[src/design/smi_pkg.sv]
// ----------------------------------------------------------------------------
// smi_pkg
// Shared types, codes and helpers of the rank-one inverse update block.
// ----------------------------------------------------------------------------
package smi_pkg;

  // Input operation codes
  typedef enum logic [1:0] {
    OP_WR_J   = 2'd0,
    OP_WR_DX  = 2'd1,
    OP_WR_DF  = 2'd2,
    OP_UPDATE = 2'd3
  } smi_op_t;

  // Update phases
  typedef enum logic [1:0] {
    PH_JDF = 2'd0,
    PH_W   = 2'd1,
    PH_D   = 2'd2,
    PH_E   = 2'd3
  } smi_phase_t;

  // Controller to datapath commands
  typedef struct packed {
    smi_phase_t phase;
    logic       load;
    logic       start;
    logic       mul_en;
    logic       acc_en;
    logic       fin;
    logic       div_ld;
    logic       div_step;
    logic       emit;
  } smi_cmd_t;

  // Datapath to controller status
  typedef struct packed {
    logic div_done;
    logic keep;
    logic out_free;
  } smi_stat_t;

  // Clamp to signed 32 bits; top bit flags a clamp.
  function automatic logic [32:0] sat32(input logic signed [65:0] v);
    logic [32:0] r;
    if (v > 66'sd2147483647)
      r = {1'b1, 32'h7fff_ffff};
    else if (v < -66'sd2147483648)
      r = {1'b1, 32'h8000_0000};
    else
      r = {1'b0, v[31:0]};
    return r;
  endfunction

endpackage

[src/design/smi_ctrl.sv]
// ----------------------------------------------------------------------------
// smi_ctrl
// Sequencer: walks the multiply-accumulate loops, divide and emit per entry.
// ----------------------------------------------------------------------------
module smi_ctrl #(
  parameter int DIM = 4
) (
  input  logic                                  clk,
  input  logic                                  rst_n,
  input  logic                                  in_valid,
  input  logic [1:0]                            in_op,
  output logic                                  in_ready,
  input  smi_pkg::smi_stat_t                    stat,
  output smi_pkg::smi_cmd_t                     cmd,
  output logic [((DIM > 1) ? $clog2(DIM) : 1)-1:0] idx_i,
  output logic [((DIM > 1) ? $clog2(DIM) : 1)-1:0] idx_k
);

  localparam int IW = (DIM > 1) ? $clog2(DIM) : 1;
  localparam logic [IW-1:0] LastIdx = IW'(DIM - 1);

  typedef enum logic [7:0] {
    S_IDLE = 8'b0000_0001,
    S_RD   = 8'b0000_0010,
    S_MUL  = 8'b0000_0100,
    S_ACC  = 8'b0000_1000,
    S_FIN  = 8'b0001_0000,
    S_DLD  = 8'b0010_0000,
    S_DIV  = 8'b0100_0000,
    S_EMIT = 8'b1000_0000
  } state_t;

  state_t              state_r, state_nxt;
  smi_pkg::smi_phase_t phase_r, phase_nxt;
  logic [IW-1:0]       i_r, i_nxt, k_r, k_nxt;
  logic                accept;

  assign in_ready = (state_r == S_IDLE);
  assign accept   = in_valid && in_ready;
  assign idx_i    = i_r;
  assign idx_k    = k_r;

  // Next state and commands
  always_comb begin
    state_nxt    = state_r;
    phase_nxt    = phase_r;
    i_nxt        = i_r;
    k_nxt        = k_r;
    cmd          = '0;
    cmd.phase    = phase_r;
    unique case (state_r)
      S_IDLE: begin
        cmd.load = accept;
        if (accept && (smi_pkg::smi_op_t'(in_op) == smi_pkg::OP_UPDATE)) begin
          cmd.start = 1'b1;
          phase_nxt = smi_pkg::PH_JDF;
          i_nxt     = '0;
          k_nxt     = '0;
          state_nxt = S_RD;
        end
      end
      S_RD: begin
        state_nxt = S_MUL;
      end
      S_MUL: begin
        cmd.mul_en = 1'b1;
        if (phase_r != smi_pkg::PH_E)
          state_nxt = S_ACC;
        else if (stat.keep)
          state_nxt = S_EMIT;
        else
          state_nxt = S_DLD;
      end
      S_ACC: begin
        cmd.acc_en = 1'b1;
        if (k_r == LastIdx) begin
          state_nxt = S_FIN;
        end else begin
          k_nxt     = k_r + 1'b1;
          state_nxt = S_RD;
        end
      end
      S_FIN: begin
        cmd.fin   = 1'b1;
        k_nxt     = '0;
        state_nxt = S_RD;
        unique case (phase_r)
          smi_pkg::PH_JDF: begin
            if (i_r == LastIdx) begin
              i_nxt     = '0;
              phase_nxt = smi_pkg::PH_W;
            end else begin
              i_nxt = i_r + 1'b1;
            end
          end
          smi_pkg::PH_W: begin
            i_nxt = (i_r == LastIdx) ? '0 : i_r + 1'b1;
            if (i_r == LastIdx)
              phase_nxt = smi_pkg::PH_D;
          end
          default: begin
            i_nxt     = '0;
            phase_nxt = smi_pkg::PH_E;
          end
        endcase
      end
      S_DLD: begin
        cmd.div_ld = 1'b1;
        state_nxt  = S_DIV;
      end
      S_DIV: begin
        if (stat.div_done)
          state_nxt = S_EMIT;
        else
          cmd.div_step = 1'b1;
      end
      S_EMIT: begin
        if (stat.out_free) begin
          cmd.emit = 1'b1;
          if (k_r == LastIdx) begin
            k_nxt = '0;
            if (i_r == LastIdx) begin
              state_nxt = S_IDLE;
            end else begin
              i_nxt     = i_r + 1'b1;
              state_nxt = S_RD;
            end
          end else begin
            k_nxt     = k_r + 1'b1;
            state_nxt = S_RD;
          end
        end
      end
      default: state_nxt = S_IDLE;
    endcase
  end

  // State registers
  always_ff @(posedge clk) begin
    if (!rst_n) begin
      state_r <= S_IDLE;
      phase_r <= smi_pkg::PH_JDF;
      i_r     <= '0;
      k_r     <= '0;
    end else begin
      state_r <= state_nxt;
      phase_r <= phase_nxt;
      i_r     <= i_nxt;
      k_r     <= k_nxt;
    end
  end

endmodule

[config.mk]
export PLATFORM = sky130hd
export DESIGN_NAME = smi_ctrl
export DESIGN_NICKNAME = d
export VERILOG_FILES = /design/src/design/smi_pkg.sv /design/src/design/smi_ctrl.sv
export SDC_FILE = /design/constraint.sdc
export NUM_CORES = 1
export LEC_CHECK = 0
export BUFFER_PORTS_ARGS = -buffer_cell sky130_fd_sc_hd__buf_2
export CORE_MARGIN = 5
export CORE_UTILIZATION = 56
export CTS_CLUSTER_DIAMETER = 120
export CTS_CLUSTER_SIZE = 28
export DETAILED_ROUTE_END_ITERATION = 16
export GPL_TIMING_DRIVEN = 1
export PLACE_DENSITY = 0.89
export SLEW_MARGIN = 25
export SYNTH_ARGS = -nofsm -noshare
export SYNTH_HDL_FRONTEND = slang
export SYNTH_SLANG_ARGS = --single-unit
export TNS_END_PERCENT = 100
[constraint.sdc]
create_clock -name clk -period 5.65 [get_ports clk]
set_input_delay 1.13 -clock clk [delete_from_list [all_inputs] [get_ports clk]]
set_output_delay 1.13 -clock clk [all_outputs]
set_load 0.005 [all_outputs]
# Yosys cells after proc, flatten, opt, wreduce, memory -nomap -nowiden
# Index checks and enable logic that the tools add are counted.
# Widths: inputs -> output; s select.
# op_classes
add_sub_neg,2
mul,0
div,0
order_cmp,0
n_eq_ne,21
shifts,0
muxes,34
bitwise,0
reduce_logical,11
# ops
cell,n
$pmux 8 s8,1
$mux 8,6
$mux 2,13
$ne 2x2->1 const B,6
$mux 1,9
$eq 8x1->1 const B,1
$eq 8x2->1 const B,1
$eq 8x3->1 const B,1
$eq 8x4->1 const B,1
$eq 8x5->1 const B,1
$eq 8x6->1 const B,1
$eq 8x7->1 const B,1
$eq 8x8->1 const B,1
$pmux 2 s2,2
$pmux 2 s4,1
$reduce_and 4->1,2
$eq 2x2->1 const B,3
$ne 3x3->1 const B,2
$pmux 2 s3,1
$mux 5,1
$reduce_and 5->1,1
$add 2x1->2 const B,2
$reduce_bool 4->1,1
$reduce_and 3->1,1
other kinds (7),8
# word_totals
reg_bits,14
latch_bits,0
ram_bits,0
rom_bits,0
inputBits,8
output_inout_bits,15
elab_cells,72
n_memories,0

# Logic depth before layout (Yosys ltp)
# Gate-level depths: netlist of run 1.
# logic_depth
ltp_word,5
mapped_depth,6
depth_no_buf,6

# Worst setup path before layout of run 1
# OpenSTA, ideal clock, no wires.
# synth_timing
path_kind,input to output
startpoint,in stat[2] (netlist bit)
endpoint,out cmd[1] (netlist bit)
arrival_ns,1.737
t_required_ns,4.520
path_slack_ns,2.783
cell_stages,2
path_buffers,0
cell_sequence,or4_4 -> inv_1
# synth_lines
element,line_no,source
from (decl),smi_ctrl.sv:13,"input smi_pkg::smi_stat_t stat,"
to (decl),smi_ctrl.sv:14,"output smi_pkg::smi_cmd_t cmd,"

==> results of run 1 <==
==> cell families after synthesis <==
group | count (synthesis)
buf+inv | 11
flops | 14
compound gates | 21
simple gates | 64
xor+xnor | 3
fa+ha+maj | 2
mux | 2
==> Yosys cell counts, types with 2 or more instances <==
cell | instances | area share [%]
nor2_1 | 11 | 4.3
a21boi_1 | 2 | 1.6
clkbuf_1 | 3 | 1.2
nor4_1 | 3 | 2.0
inv_1 | 4 | 1.6
and3_1 | 2 | 1.3
nor3b_1 | 3 | 2.4
nor2b_1 | 4 | 2.6
nor4b_1 | 2 | 1.8
a21oi_1 | 5 | 2.6
nand3_1 | 7 | 3.7
buf_2 | 3 | 1.6
or4_4 | 3 | 3.5
o21ai_0 | 3 | 1.6
ha_1 | 2 | 2.6
mux2i_1 | 2 | 2.1
nand4_1 | 2 | 1.3
nand2b_1 | 6 | 3.9
nand2_1 | 7 | 2.8
dfxtp_1 | 14 | 29
nor3_1 | 2 | 1.1
o2111ai_1 | 2 | 1.8
or2_2 | 3 | 2.0
a21boi_0 | 2 | 1.6
or4_1 | 2 | 1.6
xor2_1 | 2 | 1.8
==> registers in the layout, summed over array words and instances (netlist names) <==
register,cells
idx_i,2
phase_r,2
idx_k,2
state_r,8
==> per-stage QoR <==
stage	worst slack, ps	power, W
3_5_place_dp	2570	0.000184
5_1_grt	2350	0.000257
4_1_cts	2500	0.000241
3_3_place_gp	2580	0.000182
6_report	2490	0.000241
2_1_floorplan	2780	0.000165
==> cell type report <==
cell class                 instances  area (sq um)  area share (%)
multi-input combinational         92           619            58.0
clock buffer                       3          22.5            2.11
timing repair buffer              22           110            10.3
tap                               16          20.0            1.88
inverter                           4          15.0            1.41
sequential                        14           280            26.3
==> worst reg2reg max path, cell delays in order, from the launching register on <==
cell and delay (ps):
dfxtp_1 430, or4_1 570, nor3_1 310, a21oi_1 130
nor3b_2 300, mux2i_1 210
==> power by group through the flow <==
| stage | Clock [W] | Combinational (W) | Sequential (W) |
|---|---|---|---|
| 6_report | 0.0000583 | 0.0000741 | 0.000108 |
| 3_3_place_gp | 0 | 0.0000722 | 0.000110 |
| 2_1_floorplan | 0 | 0.0000590 | 0.000106 |
| 4_1_cts | 0.0000596 | 0.0000741 | 0.000108 |
| 5_1_grt | 0.0000660 | 0.0000819 | 0.000109 |
| 3_5_place_dp | 0 | 0.0000739 | 0.000110 |
==> layer usage <==
layer | routed length (um) | up-vias | GRT usage, %
met3 | 135 | 5 | 4.07
met1 | 992 | 418 | 23.9
li1 | - | 468 | -
met5 | 0 | - | 0
met4 | 56 | 0 | 10.5
met2 | 1050 | 28 | 30.9
==> path summary, 6_finish.rpt <==
path,startpoint,slack [ps],depth (start not counted),end
setup / recovery,state_r[7],2490,4,cmd[6]
hold / removal,idx_k[0],500,2,idx_k[0]
setup reg to reg,state_r[5],3650,5,idx_k[0]
hold reg to reg,idx_k[0],500,2,idx_k[0]
==> impl_metrics.toml, run 1 <==
[timing]
finalHoldViolCount = 0
finalCritPeriodShare_pct = 56.0
worst_slew_margin_rel_pct = 53.5
finalCriticalPeriod_ps = 3160
setup_repair_after_global_routing_missed_its_margin = "no"
finalSetupViolations = 0
finalHoldWorstSlack_ps = 496
finalClockSkew_ps = 5.34
final-max-slew-violation-count = 0
worst_slew_pin_slew_ps = 690
setup_total_negative_slack_ps = 0
max_freq_ghz = 0.316

[yosys]
synthesized_netlist_net_count = 127
synth-main-ff-cell = "dfxtp_1"
ys_async_sr_fraction_pct = 0
synthCells = 117
synth_mux_area_share_pct = 2.10
synth_edf_count = 0
yosys.area_share.adder_pct = 2.63
synth_seq_area_share_pct = 29.4
synthXorXnorAreaFrac_pct = 2.76
number_of_synthesized_register_bits = 14
synth_area_per_cell_sq_um = 8.14
synth.yosys.warnings = 0
synth.lib_cells_used.distinct = 42
synth_compound_area_share_pct = 15.0
synth_top_family_by_area = "simple AND/OR/NAND/NOR gates"
yosys.area_share.simple_pct = 42.6
synthesis.area_sq_um = 952

[cells_and_area]
fin_cells = 151
ant_cells = 0
final_net_count = 147
layout_common_cells = "22 x buf_2, 14 x dfxtp_1, 11 x nor2_1, 7 x nand2_1, 7 x nand3_1"
final_area_sq_um = 1070
filler_cell_count = 140
flow.area_growth_from_synthesis_pct = 12.1
util_after_layout_pct = 68.5
post_route_cells_drive_above_1_share_pct = 25.9
most_frequent_standard_cell_in_the_layout_excluding_fill_and_tap_cells = "buf_2"

[cts]
cts_hold_repair.buffers = 0
ctsLongestPathBuffers = 2
clkSinkCount = 14
clk_latency_ps = 290
cts_max_level = 1
post_cts.repair.setup_buffers = 0
cts.clk_slew.worst_paths_ps = 80
cts_tree = "built"
cts_inserted_buffers = 3
ctsRootBufferMaster = "clkbuf_4"
cts_repair_resize_count = 0

[power_and_ir_drop]
combPwrFrac_pct = 30.8
ir_worst_vdd_mv = 0.190
cell_internal_pwr_w = 0.000158
power.net_switching_w = 0.0000826
power.share.clock_pct = 24.3
power.switching_fraction_pct = 34.4
power.static_leakage_nw = 0.473
pwr-share-seq_pct = 44.9
power.density_nw_per_um2 = 225

[floorplanning]
initial_cell_density_of_the_core_pct = 61.1
core-area_sq_um = 1560
boundaryPins = 23
fp.dieW_um = 51.2
num_rows = 14
die_h_um = 51.2
dieArea_sq_um = 2630

[drt]
post_route_ant_nets = 0
drt_wl_total_um = 2240
drt_pre_antenna_iters = 4
route.vias.total = 919
iteration_0_drc_markers = 30
drc_errors = 0
detail_route.vias_per_cell = 6.09
detail_route.wl_per_cell_um = 14.8

[worst_setup_path]
data_arrival_at_the_endpoint_of_the_critical_path_ps = 2030
path_cells = "nor4_1 -> nand2_1 -> nor3_1 -> buf_2"
setup.worst_path.start_class = "register"
cp_data_required_time_ps = 4520
timing_worst_setup_path_type = "register to output pin"
number_of_buffer_and_inverter_instances_along_the_worst_setup_path = 1
end_kind = "output pin"
worst_path_max_delay_cell = "nor4_1"
cp_max_fo = 9
timing.critical_path.slowest_cell_delay_ps = 650
crit_family = "simple AND/OR/NAND/NOR gates"

[place]
placer_congestion = 0.879
detailedPlacementHpwl_um = 1700
number_of_instances_in_the_placed_design = 148
io_buffer_count = 22
dpl-instance-area_sq_um = 1040

[global_route]
grt_pass1_wl_um = 3760
antenna_violations_before_repair = 0
grt.total_usage_pct = 19.2
grt_start_max_net_pins = 13
globalRoute.totalOverflow = 0
first_global_vias = 862

[run]
maxCapViolCount = 0

[hold_path]
hold_path.class = "register to register"

[run_status]
result_of_the_run = "complete, no violations"
Power figures use the tool's default switching activity.
==> run 2, diff against run 1 <==
--- a/config.mk
+++ b/config.mk
@@ -7,12 +7,12 @@
 export LEC_CHECK = 0
 export BUFFER_PORTS_ARGS = -buffer_cell sky130_fd_sc_hd__buf_2
 export CORE_MARGIN = 5
-export CORE_UTILIZATION = 56
+export CORE_UTILIZATION = 47
 export CTS_CLUSTER_DIAMETER = 120
 export CTS_CLUSTER_SIZE = 28
 export DETAILED_ROUTE_END_ITERATION = 16
 export GPL_TIMING_DRIVEN = 1
-export PLACE_DENSITY = 0.89
+export PLACE_DENSITY = 0.8
 export SLEW_MARGIN = 25
 export SYNTH_ARGS = -nofsm -noshare
 export SYNTH_HDL_FRONTEND = slang
==> constraint.sdc (replaced) <==
create_clock -name clk -period 2.6 [get_ports clk]
set_input_delay 0.52 -clock clk [delete_from_list [all_inputs] [get_ports clk]]
set_output_delay 0.52 -clock clk [all_outputs]
set_load 0.005 [all_outputs]
==> run 2 against run 1 <==
Compared with the run above: via count is 3.2% higher; first-iteration DRC count is 13% lower; total power is 120% higher; sequential share of layout area is 0.51 points lower; global-route usage is 1.3 points lower; utilization is 12 points lower; critical path depth stayed put; combinational power is 130% higher; sequential power is 120% higher; largest power group unchanged.
==> impl_metrics.toml, run 2 (same netlist as run 1, synthesis figures left out) <==
[worst_setup_path]
cp_max_fo = 11
number_of_buffer_and_inverter_instances_along_the_worst_setup_path = 2
timing.critical_path.slowest_cell_delay_ps = 600
setup.worst_path.start_class = "register"
worst_path_max_delay_cell = "or4b_1"
end_kind = "output pin"
data_arrival_at_the_endpoint_of_the_critical_path_ps = 1960
path_cells = "or4b_1 -> or4_4 -> inv_1 -> buf_2"
crit_family = "simple AND/OR/NAND/NOR gates"
cp_data_required_time_ps = 2080
timing_worst_setup_path_type = "register to output pin"

[floorplanning]
num_rows = 16
initial_cell_density_of_the_core_pct = 49.0
dieArea_sq_um = 3030
boundaryPins = 23
core-area_sq_um = 1940
die_h_um = 55.0
fp.dieW_um = 55.0

[global_route]
grt.total_usage_pct = 18.0
first_global_vias = 938
grt_start_max_net_pins = 13
grt_pass1_wl_um = 4010
antenna_violations_before_repair = 0
globalRoute.totalOverflow = 0

[power_and_ir_drop]
power.density_nw_per_um2 = 484
ir_worst_vdd_mv = 0.298
power.static_leakage_nw = 0.478

[cts]
cts_max_level = 1
post_cts.repair.setup_buffers = 0
clk_latency_ps = 280
cts_repair_resize_count = 0
ctsRootBufferMaster = "clkbuf_4"
cts_hold_repair.buffers = 0
cts_inserted_buffers = 3
cts.clk_slew.worst_paths_ps = 80
ctsLongestPathBuffers = 2
cts_tree = "built"
clkSinkCount = 14

[place]
io_buffer_count = 22
detailedPlacementHpwl_um = 1830
number_of_instances_in_the_placed_design = 160
dpl-instance-area_sq_um = 1070
placer_congestion = 0.884

[drt]
detail_route.wl_per_cell_um = 14.5
drt_wl_total_um = 2360
drt_pre_antenna_iters = 4
route.vias.total = 948
detail_route.vias_per_cell = 5.82
post_route_ant_nets = 0
iteration_0_drc_markers = 26
drc_errors = 0

[cells_and_area]
ant_cells = 0
flow.area_growth_from_synthesis_pct = 14.3
max_ffs_per_register = 8
final_area_sq_um = 1090
max_flop_register = "state_r"
final_net_count = 148
fin_cells = 163
post_route_cells_drive_above_1_share_pct = 26.5
layout_common_cells = "22 x buf_2, 14 x dfxtp_1, 11 x nor2_1, 7 x nand2_1, 7 x nand3_1"
most_frequent_standard_cell_in_the_layout_excluding_fill_and_tap_cells = "buf_2"

[timing]
worst_slew_pin_slew_ps = 645
final-max-slew-violation-count = 0
finalHoldViolCount = 0
finalCriticalPeriod_ps = 2480
finalCritPeriodShare_pct = 95.5
finalSetupViolations = 0
finalClockSkew_ps = 0.750
max_freq_ghz = 0.403
setup_repair_after_global_routing_missed_its_margin = "no"
worst_slew_margin_rel_pct = 56.6
setup_total_negative_slack_ps = 0

[run]
maxCapViolCount = 0

[hold_path]
hold_path.class = "register to register"

[run_status]
result_of_the_run = "complete, no violations"
-- run 2: cell count changes in the layout (fill, tap and decap cells not counted) --
cell / previous run / this run
buf_4: 0 / 1
-- run 2: final timing paths --
| path | endpoint | slack, ps | cells after the start | from |
|---|---|---|---|---|
| max | cmd[5] | 120 | 4 | state_r[5] |
| min | idx_k[1] | 490 | 2 | idx_k[1] |
| max reg2reg | idx_k[0] | 540 | 5 | state_r[5] |
| min reg2reg | idx_k[1] | 490 | 2 | idx_k[1] |
-- run 2: tightest hold or removal path: cells and delay by family (launching register included) --
family / cells / cell delay (ps)
DFF: 1 / 340
muxes: 1 / 50
and+or+nand+nor: 1 / 60
-- run 2: where the power goes --
part | internal, W | switching [W] | total, W
clock network | 0.0000538 | 0.0000683 | 0.000122
logic | 0.0000720 | 0.0000983 | 0.000170
registers | 0.000221 | 0.0000131 | 0.000235
total | 0.000347 | 0.000180 | 0.000527
-- run 2: cell type report --
type	count	area, sq um
fillers	189	853
multi-input cells	92	619
flip-flops and latches	14	280
repair buffers	23	118
well taps	27	33.8
clock buffers	3	22.5
inverters	4	15.0
-- run 2: through the flow --
step | total power (W) | util [%] | hold slack, ps | worst slack [ps]
detailed placement | 0.000407 | 54.9 | 482 | 442
global route | 0.000556 | 56.1 | 522 | 59.7
CTS | 0.000523 | 56.1 | 494 | 140
floorplan | 0.000359 | - | 467 | 589
finish | 0.000527 | 56.1 | 489 | 118
global placement | 0.000405 | 54.9 | 469 | 509
-- run 2: routing by layer --
metal | part of all wire, % | up-vias | global-route usage (%)
met3 | 6.4 | 4 | 2.95
met2 | 50 | 45 | 30.9
met4 | 1.1 | 0 | 6.88
met5 | 0 | - | 0
li1 | - | 469 | -
met1 | 42 | 430 | 22.2
